--- src/rtl/modexp_pkg.sv ---
`default_nettype none
package modexp_pkg;

  localparam int MOD_W     = 31;
  localparam int BASE_W    = 32;
  localparam int EXP_W     = 63;
  localparam int MUL_STEPS = 32;
  localparam int CNT_W     = 6;

  localparam logic [MOD_W-1:0] MODULUS_RESET = 31'd1000000007;

  typedef enum logic [1:0] {
    MUL_ACC,
    MUL_SQ
  } mul_sel_e;

  typedef struct packed {
    logic     load;
    logic     mul_start;
    mul_sel_e mul_sel;
    logic     acc_wr;
    logic     pw_wr;
    logic     exp_shift;
    logic     out_load;
  } dp_cmd_t;

  typedef struct packed {
    logic mul_done;
    logic exp_zero;
    logic exp_lsb;
  } dp_stat_t;

endpackage
`default_nettype wire

--- src/rtl/modexp_if.sv ---
`default_nettype none
interface modexp_in_if;
  logic                              valid;
  logic                              ready;
  logic [modexp_pkg::BASE_W-1:0]     base_value;
  logic [modexp_pkg::EXP_W-1:0]      exponent;

  modport source (output valid, output base_value, output exponent, input ready);
  modport sink (input valid, input base_value, input exponent, output ready);
endinterface

interface modexp_out_if;
  logic                              valid;
  logic                              ready;
  logic [modexp_pkg::MOD_W-1:0]      power_result;

  modport source (output valid, output power_result, input ready);
  modport sink (input valid, input power_result, output ready);
endinterface
`default_nettype wire

--- src/rtl/modexp_dp.sv ---
`default_nettype none
module modexp_dp (
  input  wire logic                          clk_i,
  input  wire logic                          rst_ni,
  input  wire logic                          cfg_we_i,
  input  wire logic [modexp_pkg::MOD_W-1:0]  cfg_data_i,
  input  wire logic [modexp_pkg::BASE_W-1:0] base_i,
  input  wire logic [modexp_pkg::EXP_W-1:0]  exp_i,
  input  wire modexp_pkg::dp_cmd_t           cmd_i,
  output modexp_pkg::dp_stat_t               stat_o,
  output logic [modexp_pkg::MOD_W-1:0]       result_o
);
  import modexp_pkg::*;

  logic [MOD_W-1:0]  mod_q;
  logic [EXP_W-1:0]  exp_q;
  logic [MOD_W-1:0]  pw_q, acc_q, r_q, a_q, res_q;
  logic [BASE_W-1:0] x_q;
  logic [CNT_W-1:0]  cnt_q;
  logic              busy_q;
  logic [MOD_W+1:0]  t0, t1, t2, m_ext;
  logic              done;

  // One bit of an interleaved modular multiply: r = 2r + bit*a, then reduce.
  // With r and a below m the sum stays below 3m, so two subtractions suffice.
  always_comb begin
    m_ext = {2'b00, mod_q};
    t0 = {1'b0, r_q, 1'b0} + (x_q[BASE_W-1] ? {2'b00, a_q} : '0);
    t1 = (t0 >= m_ext) ? t0 - m_ext : t0;
    t2 = (t1 >= m_ext) ? t1 - m_ext : t1;
  end

  assign done = busy_q && (cnt_q == '0);

  always_ff @(posedge clk_i or negedge rst_ni) begin
    if (!rst_ni) begin
      mod_q  <= MODULUS_RESET;
      busy_q <= 1'b0;
      cnt_q  <= '0;
    end else begin
      if (cfg_we_i) begin
        mod_q <= cfg_data_i;
      end
      if (cmd_i.load || cmd_i.mul_start) begin
        busy_q <= 1'b1;
        cnt_q  <= CNT_W'(MUL_STEPS);
      end else if (done) begin
        busy_q <= 1'b0;
      end else if (busy_q) begin
        cnt_q <= cnt_q - 1'b1;
      end
    end
  end

  always_ff @(posedge clk_i) begin
    if (cmd_i.load) begin
      // Reducing the base is a multiply by one with the base as multiplier.
      exp_q <= exp_i;
      acc_q <= MOD_W'(1);
      x_q   <= base_i;
      a_q   <= MOD_W'(1);
      r_q   <= '0;
    end else begin
      if (cmd_i.acc_wr) begin
        acc_q <= r_q;
      end
      if (cmd_i.pw_wr) begin
        pw_q <= r_q;
      end
      if (cmd_i.exp_shift) begin
        exp_q <= exp_q >> 1;
      end
      if (cmd_i.mul_start) begin
        r_q <= '0;
        a_q <= pw_q;
        if (cmd_i.mul_sel == MUL_ACC) begin
          x_q <= {1'b0, acc_q};
        end else begin
          x_q <= {1'b0, pw_q};
        end
      end else if (busy_q && !done) begin
        r_q <= t2[MOD_W-1:0];
        x_q <= x_q << 1;
      end
    end
    if (cmd_i.out_load) begin
      res_q <= (mod_q < MOD_W'(2)) ? '0 : acc_q;
    end
  end

  assign stat_o.mul_done = done;
  assign stat_o.exp_zero = (exp_q == '0);
  assign stat_o.exp_lsb  = exp_q[0];
  assign result_o        = res_q;

endmodule
`default_nettype wire

--- src/rtl/modexp_ctrl.sv ---
`default_nettype none
module modexp_ctrl (
  input  wire logic                 clk_i,
  input  wire logic                 rst_ni,
  input  wire logic                 in_valid_i,
  output logic                      in_ready_o,
  output logic                      out_valid_o,
  input  wire logic                 out_ready_i,
  input  wire modexp_pkg::dp_stat_t stat_i,
  output modexp_pkg::dp_cmd_t       cmd_o
);
  import modexp_pkg::*;

  typedef enum logic [2:0] {
    ST_IDLE,
    ST_RED,
    ST_BIT,
    ST_ACC,
    ST_SQ
  } state_e;

  state_e state_q, state_d;
  logic   out_valid_q, out_valid_d;

  always_comb begin
    state_d     = state_q;
    out_valid_d = out_valid_q;
    cmd_o       = '0;
    cmd_o.mul_sel = MUL_SQ;
    if (out_valid_q && out_ready_i) begin
      out_valid_d = 1'b0;
    end
    case (state_q)
      ST_IDLE: begin
        if (in_valid_i) begin
          cmd_o.load = 1'b1;
          state_d    = ST_RED;
        end
      end
      ST_RED: begin
        if (stat_i.mul_done) begin
          cmd_o.pw_wr = 1'b1;
          state_d     = ST_BIT;
        end
      end
      ST_BIT: begin
        if (stat_i.exp_zero) begin
          if (!out_valid_q || out_ready_i) begin
            cmd_o.out_load = 1'b1;
            out_valid_d    = 1'b1;
            state_d        = ST_IDLE;
          end
        end else if (stat_i.exp_lsb) begin
          cmd_o.mul_start = 1'b1;
          cmd_o.mul_sel   = MUL_ACC;
          state_d         = ST_ACC;
        end else begin
          cmd_o.mul_start = 1'b1;
          state_d         = ST_SQ;
        end
      end
      ST_ACC: begin
        if (stat_i.mul_done) begin
          cmd_o.acc_wr    = 1'b1;
          cmd_o.mul_start = 1'b1;
          state_d         = ST_SQ;
        end
      end
      ST_SQ: begin
        if (stat_i.mul_done) begin
          cmd_o.pw_wr     = 1'b1;
          cmd_o.exp_shift = 1'b1;
          state_d         = ST_BIT;
        end
      end
      default: begin
        state_d = ST_IDLE;
      end
    endcase
  end

  always_ff @(posedge clk_i or negedge rst_ni) begin
    if (!rst_ni) begin
      state_q     <= ST_IDLE;
      out_valid_q <= 1'b0;
    end else begin
      state_q     <= state_d;
      out_valid_q <= out_valid_d;
    end
  end

  assign in_ready_o  = (state_q == ST_IDLE);
  assign out_valid_o = out_valid_q;

endmodule
`default_nettype wire

--- src/rtl/modular_exponentiation.sv ---
// Modular exponentiation: power_result = base_value ** exponent mod modulus.
// The input channel carries base_value and exponent; the output channel
// carries power_result, one result per input transfer. The user must write
// the modulus register (cfg_we_i/cfg_data_i) only while the block is idle;
// the block itself does not enforce this. One shared bit-serial modular
// multiplier does all the work, one multiplier bit per cycle. An item first
// has its base reduced, then per exponent bit up to the highest set one the
// power is multiplied into the accumulator when the bit is set and then
// squared; last the result is posted. One item is in flight at a time;
// input ready is high only between items.
// The result sits in an output register, so the block finishes the next
// item's exponent loop while an earlier result waits; a stalled receiver
// holds it only at the final write-back.
// Reset empties the block and sets the modulus to 1000000007. A modulus
// below two gives zero for every input.
`default_nettype none
module modular_exponentiation (
  input  wire logic                         clk_i,
  input  wire logic                         rst_ni,
  input  wire logic                         cfg_we_i,
  input  wire logic [modexp_pkg::MOD_W-1:0] cfg_data_i,
  modexp_in_if.sink                         in_s,
  modexp_out_if.source                      out_s
);
  import modexp_pkg::*;

  dp_cmd_t  cmd;
  dp_stat_t stat;

  modexp_ctrl u_ctrl (
    .clk_i       (clk_i),
    .rst_ni      (rst_ni),
    .in_valid_i  (in_s.valid),
    .in_ready_o  (in_s.ready),
    .out_valid_o (out_s.valid),
    .out_ready_i (out_s.ready),
    .stat_i      (stat),
    .cmd_o       (cmd)
  );

  modexp_dp u_dp (
    .clk_i      (clk_i),
    .rst_ni     (rst_ni),
    .cfg_we_i   (cfg_we_i),
    .cfg_data_i (cfg_data_i),
    .base_i     (in_s.base_value),
    .exp_i      (in_s.exponent),
    .cmd_i      (cmd),
    .stat_o     (stat),
    .result_o   (out_s.power_result)
  );

  a_load_on_accept: assert property (@(posedge clk_i) disable iff (!rst_ni)
    (in_s.valid && in_s.ready) |-> cmd.load)
    else $error("input transfer without datapath load");

  a_busy_after_accept: assert property (@(posedge clk_i) disable iff (!rst_ni)
    (in_s.valid && in_s.ready) |=> !in_s.ready)
    else $error("input ready while an item is in flight");

  a_no_overwrite: assert property (@(posedge clk_i) disable iff (!rst_ni)
    cmd.out_load |-> !(out_s.valid && !out_s.ready))
    else $error("result register overwritten while stalled");

  a_start_only_busy: assert property (@(posedge clk_i) disable iff (!rst_ni)
    cmd.mul_start |-> !in_s.ready)
    else $error("multiply started while idle");

endmodule
`default_nettype wire

--- src/flat_wrapper.sv ---
// flat-port wrapper written by rule: the top's interface ports become plain ports
module modular_exponentiation_flat import modexp_pkg::*;
  (clk_i, rst_ni, cfg_we_i, cfg_data_i, in_s_valid, in_s_base_value, in_s_exponent, in_s_ready, out_s_valid, out_s_power_result, out_s_ready);
  modexp_in_if in_s_i ();
  modexp_out_if out_s_i ();
  input  wire logic clk_i;
  input  wire logic rst_ni;
  input  wire logic cfg_we_i;
  input  wire logic [modexp_pkg::MOD_W-1:0] cfg_data_i;
  input wire logic [$bits(in_s_i.valid)-1:0] in_s_valid;
  input wire logic [$bits(in_s_i.base_value)-1:0] in_s_base_value;
  input wire logic [$bits(in_s_i.exponent)-1:0] in_s_exponent;
  output wire logic [$bits(in_s_i.ready)-1:0] in_s_ready;
  output wire logic [$bits(out_s_i.valid)-1:0] out_s_valid;
  output wire logic [$bits(out_s_i.power_result)-1:0] out_s_power_result;
  input wire logic [$bits(out_s_i.ready)-1:0] out_s_ready;
  assign in_s_i.valid = in_s_valid;
  assign in_s_i.base_value = in_s_base_value;
  assign in_s_i.exponent = in_s_exponent;
  assign in_s_ready = in_s_i.ready;
  assign out_s_valid = out_s_i.valid;
  assign out_s_power_result = out_s_i.power_result;
  assign out_s_i.ready = out_s_ready;
  modular_exponentiation u_core (.clk_i(clk_i), .rst_ni(rst_ni), .cfg_we_i(cfg_we_i), .cfg_data_i(cfg_data_i), .in_s(in_s_i), .out_s(out_s_i));
endmodule
--- config.mk ---
export PLATFORM = sky130hd
export DESIGN_NAME = modular_exponentiation_flat
export DESIGN_NICKNAME = d
export VERILOG_FILES = /design/src/rtl/modexp_pkg.sv /design/src/rtl/modexp_if.sv /design/src/rtl/modexp_dp.sv /design/src/rtl/modexp_ctrl.sv /design/src/rtl/modular_exponentiation.sv /design/src/flat_wrapper.sv
export SDC_FILE = /design/constraint.sdc
export NUM_CORES = 1
export LEC_CHECK = 0
export BUFFER_PORTS_ARGS = -buffer_cell sky130_fd_sc_hd__buf_2
export CORE_ASPECT_RATIO = 0.5
export CORE_MARGIN = 2
export CORE_UTILIZATION = 55
export CTS_BUF_LIST = sky130_fd_sc_hd__clkbuf_16
export CTS_CLUSTER_DIAMETER = 50
export DETAILED_ROUTE_END_ITERATION = 16
export MAX_ROUTING_LAYER = met4
export PLACE_DENSITY_LB_ADDON = 0.25
export SLEW_MARGIN = 20
export SYNTH_ARGS = -nofsm -noshare
export SYNTH_HDL_FRONTEND = slang
export SYNTH_HIERARCHICAL = 1
export SYNTH_SLANG_ARGS = --single-unit
--- constraint.sdc ---
create_clock -name clk_i -period 14.8 [get_ports clk_i]
set_clock_uncertainty 0.15 [all_clocks]
set_input_delay 2.96 -clock clk_i [delete_from_list [all_inputs] [get_ports clk_i]]
set_output_delay 2.96 -clock clk_i [all_outputs]
set_load 0.01 [all_outputs]
==> results.yml <==
detailed_routing:
  initialDrtViolationCount: 1252
  drc: 0
  vias: 14000
  vias_per_cell: 5.81
  ant_nets: 0
  first_pass_iters: 6
  routedWlPerCell_um: 18.9
  routed_wl_um: 45500
timing:
  holdWs_ps: 345
  hold_viol: 0
  period_needed_ps: 9380
  clock.fmax_mhz: 107
  final.period_utilization_pct: 63.4
  rsz0062_at_grt: "no"
  slew_viol_final: 0
  max-slew-margin-rel_pct: 34.6
  setup_tns_ps: 0
  tightest_slew_ps: 982
  setup_violations: 0
worst_setup_path:
  crit_path_max_incr_delay_ps: 770
  timing.critical_path.mode_cell: "nor2_1"
  r2r_setup_slack_ps: 5420
  crit_buf_inv: 2
  cpLargestDelayFamily: "compound AO/OA/AOI/OAI gates"
  crit_cells: 33
  r2r_start: "u_core/u_dp/x_q[31]"
  crit_type: "reg2reg"
  cpMaxStageDelayCell: "edfxtp_1"
  worstPathMaxFanout: 46
  cp-end-kind: "flop"
  r2r-end: "u_core/u_dp/r_q[26]"
  cp.required_ps: 15100
  r2r_cells: 33
  setup.worst_path.start_class: "flop"
  critical_path_arrival_ps: 9680
yosys:
  syn_area_per_cell_um2: 9.58
  ys_warn_count: 6
  netlist_instances: 1820
  synth_edf_count: 157
  synth_seq_area_share_pct: 43.9
  synth_cell_types: 80
  synthFlopType: "edfxtp_1"
  syn_area_um2: 17400
  synth_top_area_share_pct: 27.0
  ys_seq_elements: 292
  syn_nets: 2047
  synth-async-reset-ratio_pct: 14.4
  synth_top_area_cell: "edfxtp_1"
  synth.area.top_cells: "edfxtp_1, dfxtp_1, ha_1"
clock_tree:
  clkTransAtPathRegs_ps: 70
  ctsResizeCount: 0
  cts_sinks: 292
  cts.path.max_buffers: 3
  cts_buffers: 28
  cts_tree: "done"
  post_cts_buffers: 0
  ctsHoldBuffers: 0
  h-tree-depth: 1
  clkLatencyLatePin_ps: 580
  ctsRootBufferMaster: "clkbuf_16"
die:
  dieArea_um2: 33200
  die_x_um: 256
  start_util_pct: 55.5
  core_area_um2: 31400
  die_y_um: 130
  core.rowCount: 46
  io_pins: 164
global_route:
  grt_use_total_pct: 27.8
  grt_pass1_vias: 12900
  grt_pass1_wl_um: 71000
  gr-total-overflow: 0
  antenna_found_initial: 4
  grt_max_degree: 68
placed_design:
  routabilityCongestion: 0.974
  port-buffer-count: 163
  hpwl_um: 34200
outcome:
  status: "finished, final reports clean"
worst_hold_path:
  min-delay-start: "u_core/u_dp/a_q[30]"
  whs_endpoint: "u_core/u_dp/a_q[30]"
  hold_path.class: "reg2reg"
  hold_depth: 2
power:
  seq_power_share_pct: 44.3
  p_leak_uw: 0.00730
  power.density_nw_per_um2: 99.3
  power.share.clock_pct: 38.7
  switchingPower_uw: 536
  switching_share_pct: 27.6
  intPower_uw: 1410
  irDropWorstVdd_v: 0.0000884
  combPwrFrac_pct: 17.0
finish:
  final_cell_mix: "o21ai_0, nand2_1, buf_2"
  final_common_cell: "o21ai_0"
  fill_cells: 2716
  area_growth_pct: 12.4
  multi_input_area_um2: 9250
  drive_gt1_share_pct: 17.9
  nNetsFinal: 2177
  seq_area_um2: 7650
flow_run:
  max_cap_viol_count: 0
[synth_stat cells, types with 6 or more instances]
master	number
a31oi_1	10
o21ai_0	177
and3_1	9
and2_1	37
mux2_2	80
a21oi_1	106
o21ai_1	8
o21bai_1	10
dfrtp_1	26
nand4_1	17
buf_4	6
o211ai_1	10
edfxtp_1	157
nand3_1	91
dfstp_2	16
clkbuf_1	55
xnor2_1	52
nor4_1	28
xor2_1	35
nor3_1	22
ha_1	93
or3_1	6
nand2_1	174
a21o_1	28
mux2i_1	77
nor2_1	158
nor2b_1	47
inv_1	58
nand2b_1	16
dfxtp_1	93
buf_1	11
a211oi_1	13
o21a_1	11
[power groups by stage]
| stage | combinational (uW) | clock [uW] | sequential [uW] |
|---|---|---|---|
| floorplan | 238 | 0 | 877 |
| global placement | 325 | 0 | 879 |
| detailed placement | 322 | 0 | 879 |
| CTS | 324 | 761 | 862 |
| global route | 363 | 793 | 862 |
| finish | 331 | 752 | 862 |
[logic make-up after synthesis]
| kind of cell | Yosys count | share of synthesized area, % |
|---|---|---|
| AND/OR/NAND/NOR | 627 | 17.3 |
| AO/OA/AOI/OAI | 421 | 14.5 |
| flip-flops | 292 | 43.9 |
| multiplexers | 157 | 9.59 |
| buffers and inverters | 139 | 3.33 |
| adder cells (fa/ha/maj) | 96 | 7.02 |
| XOR/XNOR | 87 | 4.37 |
| other | 1 | 0.0215 |
[layout make-up]
type / count / share of cell area (%)
clock buffers: 29 / 3.71
flip-flops and latches: 292 / 39.0
clock inverters: 23 / 1.21
multi-input cells: 1389 / 47.2
repair buffers: 181 / 4.86
well taps: 432 / 2.76
inverters: 58 / 1.11
diodes: 7 / 0.0894
[worst reg2reg max path, delay by kind of cell, from the launching register on]
family / cells / cell delay, ps
AOI/OAI and AO/OA: 11 / 3050
xor gates and xnor gates: 1 / 130
adders and majority gates: 4 / 1360
buffers and inverters: 2 / 520
DFF: 1 / 770
muxes: 1 / 440
and+or+nand+nor: 14 / 2820
[worst max-delay path by stage]
stage,from,endpoint
floorplan,u_core/u_dp/x_q[31],u_core/u_dp/r_q[0]
global placement,u_core/u_dp/x_q[31],u_core/u_dp/r_q[26]
detailed placement,u_core/u_dp/x_q[31],u_core/u_dp/r_q[26]
CTS,u_core/u_dp/x_q[31],u_core/u_dp/r_q[26]
global route,u_core/u_dp/x_q[31],u_core/u_dp/r_q[26]
finish,u_core/u_dp/x_q[31],u_core/u_dp/r_q[26]
[routing by layer]
metal  part of all wire, %  GRT usage (%)  vias up  wire (um)
met5                     0              -        -          0
met4                  0.92           3.10        0        421
met3                   9.0           6.24       31       4120
met2                    39           37.6      512      17800
met1                    51           43.1     6607      23200
li1                      -              -     6850          -
[flip-flops by register name, summed over array words and instances (netlist names)]
| name | flops |
|---|---|
| u_core/u_dp/result_o | 31 |
| u_core/u_dp/mod_q | 31 |
| u_core/u_dp/acc_q | 31 |
| u_core/u_dp/exp_q | 63 |
| u_core/u_dp/r_q | 31 |
| u_core/u_dp/x_q | 32 |
| u_core/u_ctrl/state_q | 3 |
| u_core/u_dp/a_q | 31 |
| u_core/u_ctrl/out_valid_o | 1 |
| u_core/u_dp/busy_q | 1 |
| u_core/u_dp/cnt_q | 6 |
| u_core/u_dp/pw_q | 31 |
[per-stage QoR]
stage,power (uW),utilization (%),setup slack [ps],instances,area [um^2]
after floorplan,1120,-,7350,1820,17400
after global placement,1200,59.2,5830,2352,18600
after detailed placement,1200,59.2,5610,2352,18600
after CTS,1950,62.3,5560,2404,19600
after global routing,2020,62.3,4670,2408,19600
final,1940,62.3,5420,2411,19600
Power figures use the tool's default switching activity.
